## config.mk

```make
export PLATFORM = sky130hd
export DESIGN_NAME = gdtq_cell
export DESIGN_NICKNAME = d
export VERILOG_FILES = /design/src/sv/gdtq_pkg.sv /design/src/sv/gdtq_cell.sv
export SDC_FILE = /design/constraint.sdc
export NUM_CORES = 1
export LEC_CHECK = 0
export ABC_AREA = 1
export BUFFER_PORTS_ARGS = -buffer_cell sky130_fd_sc_hd__buf_2
export CORE_UTILIZATION = 52
export DETAILED_ROUTE_END_ITERATION = 6
export HOLD_SLACK_MARGIN = 0.02
export PLACE_DENSITY = 0.81
export SLEW_MARGIN = 20
export SYNTH_ARGS = -nofsm -noshare
export SYNTH_HDL_FRONTEND = slang
export SYNTH_SLANG_ARGS = --single-unit
```

## constraint.sdc

```tcl
create_clock -name clk -period 6.06 [get_ports clk]
set_input_delay 0.909 -clock clk [delete_from_list [all_inputs] [get_ports clk]]
set_output_delay 0.909 -clock clk [all_outputs]
set_load 0.01 [all_outputs]
```

## src/sv/gdtq_pkg.sv

```systemverilog
// Shared types and helpers for the grouped deadline timer queue.
// Used by gdtq_cell and grouped_deadline_timer_queue; depends on nothing.
package gdtq_pkg;

  localparam int TIME_W = 48;
  localparam int PER_W  = 32;
  // Widest slot and group indexes the block supports.
  localparam int SLOT_W = 6;
  localparam int GRP_W  = 4;

  localparam logic [1:0] OP_START_ABS = 2'd0;
  localparam logic [1:0] OP_START_REL = 2'd1;
  localparam logic [1:0] OP_STOP      = 2'd2;
  localparam logic [1:0] OP_TICK      = 2'd3;

  localparam logic KIND_FIRED  = 1'b0;
  localparam logic KIND_REPORT = 1'b1;

  typedef enum logic [1:0] {
    ST_IDLE,
    ST_APPLY,
    ST_SCAN,
    ST_EVAL
  } state_t;

  typedef enum logic [2:0] {
    CMD_NONE,
    CMD_ARM,
    CMD_STOP,
    CMD_SNAP,
    CMD_FIRE
  } cmd_kind_t;

  // Broadcast from the controller to every cell.
  typedef struct packed {
    cmd_kind_t           kind;
    logic [SLOT_W-1:0]   slot;
    logic [GRP_W-1:0]    group;
    logic [TIME_W-1:0]   deadline;
    logic [PER_W-1:0]    period;
    logic [TIME_W-1:0]   now;
  } cmd_t;

  // Record handed from cell to cell during a scan.
  typedef struct packed {
    logic                found;
    logic [SLOT_W-1:0]   slot;
    logic [TIME_W-1:0]   deadline;
    logic [PER_W-1:0]    period;
    logic                min_found;
    logic [TIME_W-1:0]   min_dl;
  } cand_t;

  function automatic logic [TIME_W-1:0] sat_add48(input logic [TIME_W-1:0] a,
                                                  input logic [TIME_W-1:0] b);
    logic [TIME_W:0] sum;
    sum = {1'b0, a} + {1'b0, b};
    return sum[TIME_W] ? {TIME_W{1'b1}} : sum[TIME_W-1:0];
  endfunction

endpackage

```

## src/sv/gdtq_cell.sv

```systemverilog
// One timer slot of the queue: deadline, period, group, flags and age row.
// Passes the scan record on to its neighbor every cycle. Uses gdtq_pkg.
module gdtq_cell #(
  parameter int SLOTS   = 16,
  parameter int CELL_ID = 0
) (
  input  logic                        clk,
  input  logic                        rst,
  input  gdtq_pkg::cmd_t              cmd,
  input  logic [gdtq_pkg::GRP_W-1:0]  scan_group,
  input  gdtq_pkg::cand_t             cand_in,
  output gdtq_pkg::cand_t             cand_out
);

  localparam int IDX_W = $clog2(SLOTS);

  logic                          active;
  logic                          elig;
  logic [gdtq_pkg::TIME_W-1:0]   deadline;
  logic [gdtq_pkg::PER_W-1:0]    period;
  logic [gdtq_pkg::GRP_W-1:0]    group;
  // older[j] is set when this slot was armed before slot j.
  logic [SLOTS-1:0]              older;

  logic                          is_me;
  logic                          self_wins;
  logic                          self_min;
  logic [IDX_W-1:0]              cmd_idx;
  logic [IDX_W-1:0]              cand_idx;
  gdtq_pkg::cand_t               cand_next;

  assign is_me    = cmd.slot == gdtq_pkg::SLOT_W'(CELL_ID);
  assign cmd_idx  = cmd.slot[IDX_W-1:0];
  assign cand_idx = cand_in.slot[IDX_W-1:0];

  always_comb begin
    self_wins = elig && (group == scan_group) &&
                (!cand_in.found || (deadline > cand_in.deadline) ||
                 ((deadline == cand_in.deadline) && older[cand_idx]));
    self_min  = active && (!cand_in.min_found || (deadline < cand_in.min_dl));
    cand_next = cand_in;
    if (self_wins) begin
      cand_next.found    = 1'b1;
      cand_next.slot     = gdtq_pkg::SLOT_W'(CELL_ID);
      cand_next.deadline = deadline;
      cand_next.period   = period;
    end
    if (self_min) begin
      cand_next.min_found = 1'b1;
      cand_next.min_dl    = deadline;
    end
  end

  always_ff @(posedge clk) begin
    if (rst) begin
      cand_out <= '0;
    end else begin
      cand_out <= cand_next;
    end
  end

  always_ff @(posedge clk) begin
    if (rst) begin
      active <= 1'b0;
      elig   <= 1'b0;
    end else begin
      unique case (cmd.kind)
        gdtq_pkg::CMD_ARM: begin
          if (is_me) begin
            active   <= 1'b1;
            elig     <= 1'b0;
            deadline <= cmd.deadline;
            period   <= cmd.period;
            group    <= cmd.group;
            older    <= '0;
          end else begin
            older[cmd_idx] <= 1'b1;
          end
        end
        gdtq_pkg::CMD_STOP: begin
          if (is_me) begin
            active <= 1'b0;
          end
        end
        gdtq_pkg::CMD_SNAP: begin
          elig <= active && (deadline <= cmd.now);
        end
        gdtq_pkg::CMD_FIRE: begin
          if (is_me) begin
            elig <= 1'b0;
            if (period == '0) begin
              active <= 1'b0;
            end else begin
              deadline <= cmd.deadline;
              older    <= '0;
            end
          end else if (cmd.period != '0) begin
            // A periodic slot that fires becomes the youngest one.
            older[cmd_idx] <= 1'b1;
          end
        end
        default: begin
        end
      endcase
    end
  end

endmodule

```

-- Word level (Yosys, flattened, before mapping)
Index checks and enable logic that the tools add are counted.
- bits of input ports: 283
- word-level logic and storage cells: 79
- flip-flop bits (word level): 238
- output and inout bits: 136
- bitwise logic cells: 2
- reductions and logical operators: 24
- eq/ne operators: 14
- magnitude comparators: 6
- multiplexer cells: 21
- operator list (kind ; number):
    48-bit two-way mux ; 3
    48-bit one-hot mux with 2 select lines ; 1
    87-bit two-way mux ; 1
    16-bit two-way mux ; 4
    49-bit two-way mux ; 1
    48-bit equality test ; 1
    48-bit > comparator ; 1
    48-bit <= comparator ; 1
    48-bit < comparator ; 1
    32-bit logical NOT ; 1
    16-bit one-hot mux with 2 select lines ; 1
    32-bit nonzero test ; 1
    16-bit OR ; 1
    4-bit by 5-bit < comparator with 1-bit output (second input constant) ; 2
    2-bit != test (second input constant) ; 5
    5-bit AND reduction ; 2
    3-bit by 2-bit equality test with 1-bit output (second input constant) ; 2
    1-bit logical AND ; 6
    6-bit logical NOT ; 1
    1-bit two-way mux ; 6
    3-bit != test (second input constant) ; 2
    1-bit binary-select mux with 4-bit select ; 1
    1-bit demux with 4-bit select ; 1
    4-bit equality test ; 1
    15 further kinds ; 20

-- Depth between registers and ports, before layout
Gate-level depths: netlist of run 1.
- word-level depth: 8
- gate-level depth with buffers: 20
- depth with buffers taken out: 18

-- Least setup slack after synthesis of run 1
Ideal clock, no wire load.
- kind: in2reg
- start point: in cmd[132] (netlist name)
- end point: reg deadline[0] (netlist name) (enable)
- arrival time: 5.050 ns
- library setup time: 0.524 ns
- data required time: 5.536 ns
- slack: 0.487 ns
- stages on the path: 7
- path through: nor2_1 inv_1 nor2_1 nand2_1 inv_1 nand2_1 nor3b_1
- cells in the longest elaborated chain, start to end: 3
- ends and longest elaborated chain (item ; line ; source):
    start: declaration ; gdtq_cell.sv:9 ; input gdtq_pkg::cmd_t cmd,
    6-bit logical NOT * ; gdtq_cell.sv:32 ; assign is_me = cmd.slot == gdtq_pkg::SLOT_W'(CELL_ID);
    2-bit != test (no line) ; -- ;
    5-bit AND reduction (no line) * ; -- ;
    end signal: assignment ; gdtq_cell.sv:72 ; deadline <= cmd.deadline;
    end signal: assignment ; gdtq_cell.sv:94 ; deadline <= cmd.deadline;
    end: declaration ; gdtq_cell.sv:19 ; logic [gdtq_pkg::TIME_W-1:0] deadline;
Mark *: on every way between the ends. The rest lies on a longest branch, timed or not.
A chain may end at the register's enable or synchronous reset.

-- Worst setup path after layout of run 1
- start point: reg deadline[47] (netlist name)
- end point: reg cand_out[133] (netlist name)
- cells in the longest elaborated chain, start to end: 5
- ends and longest elaborated chain (item ; line ; source):
    48-bit > comparator or 48-bit equality test (tied branches) ; gdtq_cell.sv:38, gdtq_cell.sv:39 ;
    1-bit logical OR or 1-bit logical AND (tied branches) ; gdtq_cell.sv:38, gdtq_cell.sv:39 ;
    1-bit logical OR * ; gdtq_cell.sv:38 ; (!cand_in.found || (deadline > cand_in.deadline) ||
    1-bit logical AND * ; gdtq_cell.sv:37 ; self_wins = elig && (group == scan_group) &&
    2-bit OR reduction (no line) * ; -- ;
    end signal: assignment ; gdtq_cell.sv:58 ; cand_out <= cand_next;
    end: declaration ; gdtq_cell.sv:12 ; output gdtq_pkg::cand_t cand_out
Marked as above.

==> results of run 1 <==
## metrics by stage
step	utilization [%]	cells	total power, W	hold WS (ps)
5_1_grt	65.50	2435	0.004057	531.9
3_3_place_gp	61.96	2379	0.002302	536.1
3_5_place_dp	61.96	2379	0.002317	532.1
2_1_floorplan	-	1695	0.002084	450.2
4_1_cts	65.44	2429	0.003938	522.4
6_report	65.53	2438	0.003914	538.3
## cells by family (layout without fill, tap and decap cells)
family | count (synthesis) | in the layout
flops | 238 | 238
compound gates | 255 | 255
simple gates | 688 | 688
other cells | 0 | 9
buf+inv | 367 | 771
fa+ha+maj | 143 | 143
xor+xnor | 4 | 4
## state kept, by name (all words and copies together), names as in the netlist
signal    flops
cand_out    136
deadline     48
period       32
older        16
group         4
active        1
elig          1
## power breakdown
part | leakage [nW] | switching (W) | internal [W]
clock network | 0.438 | 0.000663 | 0.000964
registers | 2.05 | 0.0000349 | 0.00173
logic | 6.30 | 0.000308 | 0.000213
total | 8.79 | 0.00101 | 0.00291
## worst register-to-register path, stage by stage (launching register included)
cell	delay [ps]
edfxtp_1	520
ha_1	370
nand2_1	80
nor2_1	180
nand2_1	110
nor2_2	250
nand2_1	90
clkinv_1	60
nand2_1	50
nand3_1	60
nand2_1	120
nand2_8	740
buf_4	630
nand2_1	90
nand2_1	190
nor2_1	70
## cell usage after synthesis
library cell,count
o21ai_0,32
ha_1,143
o21ai_1,2
nand4_1,11
nor4b_1,1
o21bai_1,1
a21oi_2,71
xor2_1,2
inv_2,1
buf_4,4
nand2_1,304
buf_1,13
a21o_1,1
nand2_4,1
o21a_1,8
clkinv_1,2
nand3_1,153
buf_12,8
o211ai_1,3
nor2_2,3
o22ai_1,1
edfxtp_1,100
nor2_1,185
a31oi_1,2
dfxtp_1,138
and3_1,1
clkbuf_1,22
and2_0,1
nor3b_1,1
xnor2_1,2
inv_1,292
a21oi_1,134
buf_6,2
nor3_1,10
buf_2,23
nor4_1,17
## worst paths after layout
kind,startpoint,end,slack [ps],depth (start not counted)
worst max-delay path,deadline[47],cand_out[133],2340,15
worst min register to register,elig,elig,550,2
worst min-delay path,cmd[121],deadline[41],540,1
worst max register to register,deadline[47],cand_out[133],2340,15
## final cells by class
cell class | instances | share of cell area [%]
tap | 330 | 2.474
sequential | 238 | 34.56
timing repair buffer | 426 | 12.97
antenna | 9 | 0.1349
clock inverter | 11 | 0.4947
inverter | 295 | 6.649
clock buffer | 39 | 4.820
multi-input combinational | 1090 | 37.90
## routing by layer
layer	share of wire, %	vias to the layer above	wire [um]
li1	-	6281	-
met1	39	5784	15840
met2	48	588	19740
met3	8.1	129	3285
met4	4.7	4	1915
met5	0.066	-	27
==> impl_metrics.toml, run 1 <==
[synthesis]
synth-compound-area-share_pct = 11.59
synth-seq-cells = 238
synth_top_cell_by_area = "edfxtp_1"
synth-adder-area-share_pct = 13.14
synth_warnings = 0
ys_seq_area_share_pct = 42.33
synthMuxAreaShare_pct = 0
synth_top_area_share_pct = 22.05
synth.avg_cell_area_um2 = 8.036
synthXorXnorAreaFrac_pct = 0.2572
synth-simple-area-share_pct = 21.18
synth_area_um2 = 13620
synth_cells = 1695
synth_nets = 2121
synth_top_family_by_area = "simple AND/OR/NAND/NOR gates"
synth_area_leaders = "edfxtp_1 (22%), dfxtp_1 (20%), ha_1 (13%)"
yosysUniqueCellTypes = 36

[pwr]
power.leakage_nw = 8.793
ir_worst_vdd_mv = 0.2697
p_per_area_nw_per_um2 = 234.5

[floorplanning]
fp.dieW_um = 163.8
dieArea_um2 = 26850
placementRows = 58
io_pins = 419
die_y_um = 163.8
coreArea_um2 = 25470
start_util_pct = 53.47

[setup_path]
cpPeakStageDelay_ps = 740
crit_chain = "ha_1 > nand2_1 > nor2_1 > nand2_1 > nor2_2 > nand2_1 > clkinv_1 > nand2_1 > nand3_1 > nand2_1 > nand2_8 > buf_4 > nand2_1 > nand2_1 > nor2_1"
critical_path_arrival_ps = 4150
critPathTopFamily = "simple AND/OR/NAND/NOR gates"
crit_path_frequent_cell = "nand2_1"
critPathKind = "reg2reg"
crit_buf_inv = 2
worstPathRequired_ps = 6480
startpoint_type = "register"
crit_slowest_cell = "nand2_8"
endpoint_kind = "register"
crit_fanout = 137

[sta]
timing.setup.tns_ps = 0
grt_setup_unrepaired = "no"
skew_ps = 22.98
setup-violations-final = 0
drv_slew = 0
fmax_mhz = 268.8
worst_slew_pin_slew_ps = 1154
timing.final.crit_share_pct = 61.40
finalHoldViolCount = 0
slew_headroom_pct = 23.07
min_period_ps = 3721
worst_slack_ps = 2339

[global_routing]
grt.overflow.total = 0
grt_use_met1_pct = 34.65
grt_max_degree = 138
first_global_vias = 12500
track_usage_pct = 29.68
met2_usage_pct = 51.98
met3_usage_pct = 5.556
antenna_found_initial = 10
grt_pass1_wl_mm = 61.86
top_usage_layer = "met2"

[layout]
syn_to_final_growth_pct = 22.55
seq_area_um2 = 5769
nets = 2504
postLayoutCellArea_um2 = 16690
multi_input_area_um2 = 6326
fillers = 2137
final_cell_mix = "buf_2 (418), nand2_1 (303), inv_1 (292)"
mostFrequentLayoutCell = "buf_2"
drive_above_1_share_pct = 26.11

[status]
outcome = "complete, no violations"

[placement]
placed_area_um2 = 15780
pre_cts_ws_ps = 1994
portBuffers = 418
place.gp.congestion = 0.9311
place_hpwl_mm = 30.95

[routing]
drt_iter0_drc = 995
ant_nets = 0
drt-vias-per-instance = 5.244
avgRoutedWirePerCell_um = 16.74
totalWireLength_mm = 40.81
drc_errors = 0
vias = 12790
first_pass_iters = 5

[clock_tree]
cts_tree = "done"
cts_setup_buffers = 0
insertion_delay_ps = 550
cts_root_buf = "clkbuf_16"
clockBufferDepth = 3
ctsResizeCount = 0
htree_levels = 1
postCtsHoldBufs = 0
clk_pin_slew_ps = 60
cts_inserted_buffers = 27
cts_sinks = 238

[hold_path]
holdCritPathClass = "in2reg"

[flow_run]
max-cap-violations = 0
Note: power is estimated with default switching activity, not from simulation.
==> run 2: changes to the inputs <==
--- a/config.mk
+++ b/config.mk
@@ -7,10 +7,10 @@
 export LEC_CHECK = 0
 export ABC_AREA = 1
 export BUFFER_PORTS_ARGS = -buffer_cell sky130_fd_sc_hd__buf_2
-export CORE_UTILIZATION = 52
+export CORE_UTILIZATION = 47
 export DETAILED_ROUTE_END_ITERATION = 6
 export HOLD_SLACK_MARGIN = 0.02
-export PLACE_DENSITY = 0.81
+export PLACE_DENSITY = 0.77
 export SLEW_MARGIN = 20
 export SYNTH_ARGS = -nofsm -noshare
 export SYNTH_HDL_FRONTEND = slang
==> constraint.sdc (replaced) <==
create_clock -name clk -period 3.4 [get_ports clk]
set_input_delay 0.51 -clock clk [delete_from_list [all_inputs] [get_ports clk]]
set_output_delay 0.51 -clock clk [all_outputs]
set_load 0.01 [all_outputs]
==> impl_metrics.toml, run 2 (synthesized netlist as in run 1, its figures left out) <==
[floorplanning]
io_pins = 419
fp.dieW_um = 172.2
dieArea_um2 = 29660
die_y_um = 172.2
start_util_pct = 48.36
placementRows = 61
coreArea_um2 = 28160

[routing]
drt_iter0_drc = 791
drt-vias-per-instance = 5.126
avgRoutedWirePerCell_um = 17.07
vias = 12820
ant_nets = 0
drc_errors = 0
first_pass_iters = 5
totalWireLength_mm = 42.70

[clock_tree]
cts_tree = "done"
ctsResizeCount = 0
postCtsHoldBufs = 0
cts_inserted_buffers = 27
cts_sinks = 238
cts_setup_buffers = 0
insertion_delay_ps = 550
clockBufferDepth = 3
clk_pin_slew_ps = 60
htree_levels = 1
cts_root_buf = "clkbuf_16"

[setup_path]
startpoint_type = "register"
crit_chain = "ha_1 > nand2_1 > nor2_1 > nand4_1 > nor2_1 > nand2_1 > clkinv_1 > nand2_1 > nor2_1 > nor2_2 > nand2_8 > buf_12 > nand3_1 > nand2_1 > nor2_1"
endpoint_kind = "register"
critPathKind = "reg2reg"
crit_slowest_cell = "edfxtp_1"
critical_path_arrival_ps = 3370
crit_fanout = 53
critPathTopFamily = "simple AND/OR/NAND/NOR gates"
worstPathRequired_ps = 3840
crit_buf_inv = 2
cpPeakStageDelay_ps = 480

[placement]
place.gp.congestion = 0.9158
portBuffers = 418
place_inst = 2440
place_hpwl_mm = 32.73

[global_routing]
first_global_vias = 12570
grt_max_degree = 78
grt.overflow.total = 0
track_usage_pct = 27.97
antenna_found_initial = 14
grt_pass1_wl_mm = 63.89

[pwr]
pwr-share-comb_pct = 13.4
p_per_area_nw_per_um2 = 422.0
cellInternalPower_w = 0.005307
power_switching_w = 0.001869
ir_worst_vdd_mv = 0.3668
pwr-share-clk_pct = 42.8
power.leakage_nw = 8.916
swShare_pct = 26.05
seq_power_share_pct = 43.8

[sta]
timing.final.crit_share_pct = 86.13
min_period_ps = 2928
finalHoldViolCount = 0
drv_slew = 0
fmax_mhz = 341.5
timing.setup.tns_ps = 0
worst_slew_pin_slew_ps = 909.5
grt_setup_unrepaired = "no"
setup-violations-final = 0
slew_headroom_pct = 39.36
skew_ps = 8.470

[layout]
final_cell_mix = "buf_2 (418), nand2_1 (303), inv_1 (292)"
fin_util_pct = 60.38
mostFrequentLayoutCell = "buf_2"
regMostFlops = "cand_out"
syn_to_final_growth_pct = 24.84
fin_cells = 2501
largest_register_ff_count = 136
nets = 2517
drive_above_1_share_pct = 26.99
reg.largest.list = "cand_out (136), deadline (48), period (32)"

[status]
outcome = "complete, no violations"

[flow_run]
max-cap-violations = 0

[hold_path]
holdCritPathClass = "in2reg"
run 2: changes by cell type in the layout (fill, tap and decap cells not counted), moves of 3 or more:
cell        change
buf_4           +7
buf_12          +6
clkbuf_1        -6
clkinv_1        -3
clkinv_2        +3
clkinvlp_4      +3
run 2: worst paths after layout:
kind / startpoint / to / slack, ps / cells past startpoint
worst min-delay path: cmd[87] / deadline[7] / 130 / 1
worst max-delay path: deadline[23] / cand_out[97] / 470 / 15
worst min register to register: elig / elig / 570 / 2
worst max register to register: deadline[23] / cand_out[97] / 470 / 15
run 2: routing by layer:
layer | track usage [%] | vias up | wire [um]
met5 | 0 | - | 35
met4 | 12.04 | 6 | 1612
met3 | 6.271 | 97 | 3361
met2 | 50.04 | 583 | 21090
met1 | 31.79 | 5818 | 16600
li1 | - | 6315 | -
run 2: power groups by stage:
stage	Clock [W]	Combinational, W	Sequential (W)
after global placement	0	0.000932	0.00320
after CTS	0.00312	0.000963	0.00314
after floorplan	0	0.000485	0.00323
final	0.00307	0.000961	0.00314
after detailed placement	0	0.000955	0.00320
after global routing	0.00322	0.00107	0.00315
run 2: layout make-up:
class / instances / area (um2)
fillers: 2511 / 11160
clock inverters: 17 / 188.9
repair buffers: 439 / 2337
clock buffers: 33 / 759.5
inverters: 295 / 1110
flip-flops and latches: 238 / 5769
multi-input cells: 1090 / 6339
diodes: 11 / 27.53
well taps: 378 / 473.0
run 2: stage by stage:
stage	area, um2	total power, W	hold slack, ps	setup slack, ps
after floorplan	13640	0.003714	451.6	438.5
after global placement	16030	0.004133	529.2	330.5
after detailed placement	16030	0.004156	531.6	290.6
after CTS	16980	0.007224	108.3	433.8
after global routing	17000	0.007444	117.8	208.4
final	17000	0.007176	132.7	471.6
